### src/hw/rtl/hsfc_pkg.sv
// Shared mode type and helper functions for the half/single converter.
package hsfc_pkg;

  typedef enum logic {
    MODE_H2S = 1'b0,
    MODE_S2H = 1'b1
  } mode_e;

  function automatic logic [31:0] half_to_single(input logic [15:0] h);
    logic       sgn;
    logic [4:0] ex;
    logic [9:0] fr;
    logic [3:0] n;
    logic [9:0] nf;
    logic [7:0] sex;
    begin
      sgn = h[15];
      ex  = h[14:10];
      fr  = h[9:0];
      n   = 4'd0;
      nf  = 10'd0;
      sex = 8'd0;
      if (ex == 5'd0) begin
        if (fr == 10'd0) begin
          half_to_single = {sgn, 31'd0};
        end else begin
          for (int i = 9; i >= 0; i--) begin
            if (fr[i] && n == 4'd0 && nf == 10'd0) begin
              n  = 4'(9 - i);
              nf = fr << (10 - i);
            end
          end
          sex = 8'd112 - {4'd0, n};
          half_to_single = {sgn, sex, nf, 13'd0};
        end
      end else if (ex == 5'h1F) begin
        half_to_single = {sgn, 8'hFF, fr, 13'd0};
      end else begin
        sex = {3'd0, ex} + 8'd112;
        half_to_single = {sgn, sex, fr, 13'd0};
      end
    end
  endfunction

  function automatic logic [15:0] single_to_half(input logic [31:0] s);
    logic        sgn;
    logic [7:0]  ex;
    logic [22:0] fr;
    logic [9:0]  m;
    logic [7:0]  sh;
    begin
      sgn = s[31];
      ex  = s[30:23];
      fr  = s[22:0];
      m   = {1'b1, fr[22:14]};
      sh  = 8'd112 - ex;
      if (ex == 8'd0) begin
        single_to_half = {sgn, 15'd0};
      end else if (ex == 8'hFF) begin
        single_to_half = {sgn, 5'h1F, (fr != 23'd0), 9'd0};
      end else if (ex >= 8'd143) begin
        single_to_half = {sgn, 5'h1F, 10'd0};
      end else if (ex <= 8'd112) begin
        single_to_half = {sgn, 5'd0, (sh >= 8'd11) ? 10'd0 : (m >> sh[3:0])};
      end else begin
        sh = ex - 8'd112;
        single_to_half = {sgn, sh[4:0], fr[22:13]};
      end
    end
  endfunction

endpackage

### src/hw/rtl/hsfc_core.sv
// Combinational conversion datapath for both directions.
module hsfc_core (
  input  hsfc_pkg::mode_e mode_i,
  input  logic [31:0]     value_i,
  output logic [31:0]     value_o
);
  import hsfc_pkg::*;

  always_comb begin
    if (mode_i == MODE_H2S) begin
      value_o = half_to_single(value_i[15:0]);
    end else begin
      value_o = {16'd0, single_to_half(value_i)};
    end
  end

endmodule

### src/hw/rtl/half_single_float_convert.sv
// Top level of the half/single float converter.
// The start word passes the input register and then the result register; done rises with the result.
// The receiver samples the result word while done is high.
// Throughput: one word per cycle; busy is always low.
// The path is an input register, the conversion logic and a result register.
// Reset clears the valid flags; data registers are not reset.
// The receiver cannot stall, so no result is ever held back.
module half_single_float_convert (
  input  logic        clk_i,
  input  logic        rst_ni,
  input  logic        start,
  output logic        busy,
  input  logic        mode_i,
  input  logic [31:0] value_in_i,
  output logic        done,
  output logic [31:0] value_out_o
);
  import hsfc_pkg::*;

  logic        in_vld_q;
  logic        out_vld_q;
  mode_e       mode_q;
  logic [31:0] val_q;
  logic [31:0] res_d;
  logic [31:0] res_q;

  assign busy = 1'b0;

  hsfc_core u_core (
    .mode_i  (mode_q),
    .value_i (val_q),
    .value_o (res_d)
  );

  always_ff @(posedge clk_i or negedge rst_ni) begin
    if (!rst_ni) begin
      in_vld_q  <= 1'b0;
      out_vld_q <= 1'b0;
    end else begin
      in_vld_q  <= start;
      out_vld_q <= in_vld_q;
    end
  end

  always_ff @(posedge clk_i) begin
    if (start) begin
      mode_q <= mode_e'(mode_i);
      val_q  <= value_in_i;
    end
    if (in_vld_q) begin
      res_q <= res_d;
    end
  end

  assign done        = out_vld_q;
  assign value_out_o = res_q;

  a_done_follows: assert property (@(posedge clk_i) disable iff (!rst_ni)
    $past(start, 2) && $past(rst_ni, 2) |-> done)
    else $error("result word missing");
  a_no_spurious: assert property (@(posedge clk_i) disable iff (!rst_ni)
    done |-> $past(in_vld_q))
    else $error("result word without input");
  a_half_upper_zero: assert property (@(posedge clk_i) disable iff (!rst_ni)
    in_vld_q && mode_q == MODE_S2H |=> res_q[31:16] == 16'd0)
    else $error("narrowed word has upper bits set");

endmodule

### config.mk
export PLATFORM = sky130hd
export DESIGN_NAME = half_single_float_convert
export DESIGN_NICKNAME = d
export VERILOG_FILES = /design/src/hw/rtl/hsfc_pkg.sv /design/src/hw/rtl/hsfc_core.sv /design/src/hw/rtl/half_single_float_convert.sv
export SDC_FILE = /design/constraint.sdc
export NUM_CORES = 1
export LEC_CHECK = 0
export BUFFER_PORTS_ARGS = -buffer_cell sky130_fd_sc_hd__buf_2
export CELL_PAD_IN_SITES_DETAIL_PLACEMENT = 0
export CELL_PAD_IN_SITES_GLOBAL_PLACEMENT = 2
export CORE_MARGIN = 2
export CORE_UTILIZATION = 35
export CTS_CLUSTER_SIZE = 14
export DETAILED_ROUTE_END_ITERATION = 6
export GPL_ROUTABILITY_DRIVEN = 0
export GPL_TIMING_DRIVEN = 0
export PLACE_DENSITY = 0.77
export REMOVE_ABC_BUFFERS = 1
export SLEW_MARGIN = 20
export SYNTH_ARGS = -nofsm -noshare
export SYNTH_HDL_FRONTEND = slang
export SYNTH_SLANG_ARGS = --single-unit
### constraint.sdc
create_clock -name clk_i -period 3.9 [get_ports clk_i]
set_clock_uncertainty 0.2 [all_clocks]
set_input_delay 0.78 -clock clk_i [delete_from_list [all_inputs] [get_ports clk_i]]
set_output_delay 0.78 -clock clk_i [all_outputs]
set_load 0.005 [all_outputs]
==> flow_summary.yaml <==
sta:
  worst_pin_slew_ns: 0.760
  setup_viol: 0
  slew_viol_final: 0
  fin_tns_setup_ns: 0
  post-route-min-period_ns: 3.56
  fin_crit_sh_pct: 91.3
  hold-worst-slack_ns: 0.399
  max_slew_margin_pct: 49.3
  fmax_mhz: 281
  final_hold_viol_count: 0
  rsz0062_at_grt: "no"
final_layout:
  fin_cells: 553
  antennaDiodeCount: 0
  fillers: 1019
  nets: 453
  syn_to_final_growth_pct: 16.9
  drive_gt1_share_pct: 26.4
routing:
  avgRoutedWirePerCell_um: 16.2
  dr.pass1.iters: 4
  drc: 0
  vias: 2902
  drt_first_iter_violations: 174
  drt_wl_total_mm: 8.99
  avgViaCountPerCell: 5.25
  ant_nets: 0
grt:
  grt_pass1_wl_mm: 14.3
  grt_pass1_vias: 2705
  overflow: 0
  grt_start_max_net_pins: 36
  grt_usage_pct: 16.2
  antenna_found_initial: 0
place:
  io_buffers: 68
  hpwl_mm: 6.28
  dp.cells: 532
critical_path:
  max_stage_delay_ns: 0.74
  cp_max_fo: 19
  cp_common_cell: "and2_1"
  worst-setup-path-type: "flop to flop"
  worstRegToRegCells: 9
  crit_path_start_kind: "flop"
  crit_arrival_ns: 3.44
  endpoint_kind: "flop"
  crit_slowest_cell: "edfxtp_1"
  path_cells: "nor3_2 > and2_1 > a211oi_1 > or4b_4 > o311a_4 > ha_1 > and2_1 > mux2i_1 > o21ai_0"
  crit_required_ns: 3.78
cts:
  cts_tree: "done"
  h-tree-depth: 3
  clkTransAtPathRegs_ns: 0.08
  cts_buffer_depth: 2
  cts_resized: 0
  cts_buffers: 9
  cts.sinks: 66
  root_buffer: "clkbuf_8"
  clk_latency_ns: 0.35
die:
  rows: 37
  die-width_um: 107
  core_area_um2: 10300
  die_area_um2: 11500
  ios: 70
  fp.dieH_um: 107
  start_util_pct: 36.0
pwr:
  power_w: 0.00180
  power.density_nw_per_um2: 415
  p_leak_nw: 1.67
  ir_drop_v: 0.000201
yosys:
  ys_types: 66
  synth_edf_count: 64
  syn-cell-area_um2: 3720
  yosysSeqAreaShare_pct: 53.0
  synth_cells: 354
  async_reset_ff_share_pct: 3.03
  ys.flop_type: "edfxtp_1"
  yosys_warnings: 0
  avgSynthCellArea_um2: 10.5
  ys_ff_latch: 66
min_path:
  whs_path_depth: 1
  hold_path_class: "input pin to flop"
flow_run:
  drv_cap: 0
status:
  outcome: "finished clean"
flip-flops by register name, indices dropped and copies added, names as in the netlist:
signal       flops
mode_q           1
value_out_o     31
done             1
in_vld_q         1
val_q           32
cells in the final DEF, fill, tap and decap left out, drive strengths merged, types with 5 or more instances in the layout:
cell type  instances
ha                 5
clkbuf             9
nor3               9
or2                5
mux2i              7
a21oi             23
o21ai             21
nor2b              8
clkinv             5
inv               11
nand2             33
a22oi              8
nand3              5
nor2              41
a32oi              5
buf               72
edfxtp            64
path summary, 6_finish.rpt:
kind	from	to	slack, ns
max	val_q[9]	value_out_o[25]	0.34
min	value_in_i[19]	val_q[19]	0.40
max reg2reg	val_q[9]	value_out_o[25]	0.34
min reg2reg	val_q[31]	value_out_o[15]	0.40
max in group asynchronous	rst_ni	in_vld_q	2.85
min in group asynchronous	rst_ni	in_vld_q	0.54
report_power, final:
part / leakage, nW / switching, W / internal, W
Clock: 0.104 / 0.000283 / 0.000299
Sequential: 0.643 / 0.0000716 / 0.000849
Combinational: 0.919 / 0.000163 / 0.000136
Total: 1.67 / 0.000518 / 0.00129
Yosys cell counts (5+ instances only):
library cell  number  area (um2)
nand2_1           33         124
a32oi_1            5        43.8
a21oi_1           22         110
ha_1               5        62.6
nor2_1            39         146
nor3_1             7        35.0
nand3_1            5        25.0
mux2i_1            7        70.1
buf_2              7        35.0
inv_1              9        33.8
clkbuf_1          13        48.8
o21ai_0           19        95.1
or2_2              5        31.3
edfxtp_1          64        1920
a22oi_1            8        60.1
nor2b_1            8        50.1
area by class of cell:
| class | count | area, um2 | share of cell area, % |
|---|---|---|---|
| sequential | 66 | 1970 | 45.4 |
| multi-input combinational | 252 | 1580 | 36.4 |
| timing repair buffer | 73 | 388 | 8.92 |
| tap | 136 | 170 | 3.91 |
| clock buffer | 9 | 124 | 2.85 |
| clock inverter | 7 | 75.1 | 1.73 |
| inverter | 10 | 37.5 | 0.863 |
worst max-delay path, delay by kind of cell (launching register included):
family / cells / cell delay (ns)
AND/OR/NAND/NOR: 4 / 1.09
AO/OA/AOI/OAI: 3 / 0.93
adder cells (fa/ha/maj): 1 / 0.19
flip-flops: 1 / 0.74
multiplexers: 1 / 0.14
cells by family after synthesis:
group | count (synthesis) | share of synthesized area, %
AOI/OAI and AO/OA | 97 | 18.2
xor gates and xnor gates | 1 | 0.235
adders and majority gates | 5 | 1.68
buffers and inverters | 36 | 4.47
DFF | 66 | 53.0
muxes | 9 | 2.49
other | 1 | 0.101
and+or+nand+nor | 139 | 19.8
stage by stage:
step	worst slack, ns	cell area, um2	utilization [%]
3_5_place_dp	0.0637	4100	39.7
6_report	0.337	4350	42.1
3_3_place_gp	0.0344	4100	39.7
5_1_grt	0.0441	4350	42.1
2_1_floorplan	0.582	3590	-
4_1_cts	0.0300	4310	41.8
repair_timing:
action / 4_1_cts / 5_1_grt
setup endpoints to repair: 0 / 3
buffers inserted: 0 / 4
hold buffers: 1 / 0
hold endpoints to repair: 2 / 0
metal layers:
metal  up-vias  GRT usage [%]  routed length, um
li1       1446              -                  -
met2        90           24.6               4080
met4         0           6.77                167
met5         -              0                  0
met1      1352           22.9               4250
met3        14           2.61                491
Note: power is estimated with default switching activity, not from simulation.
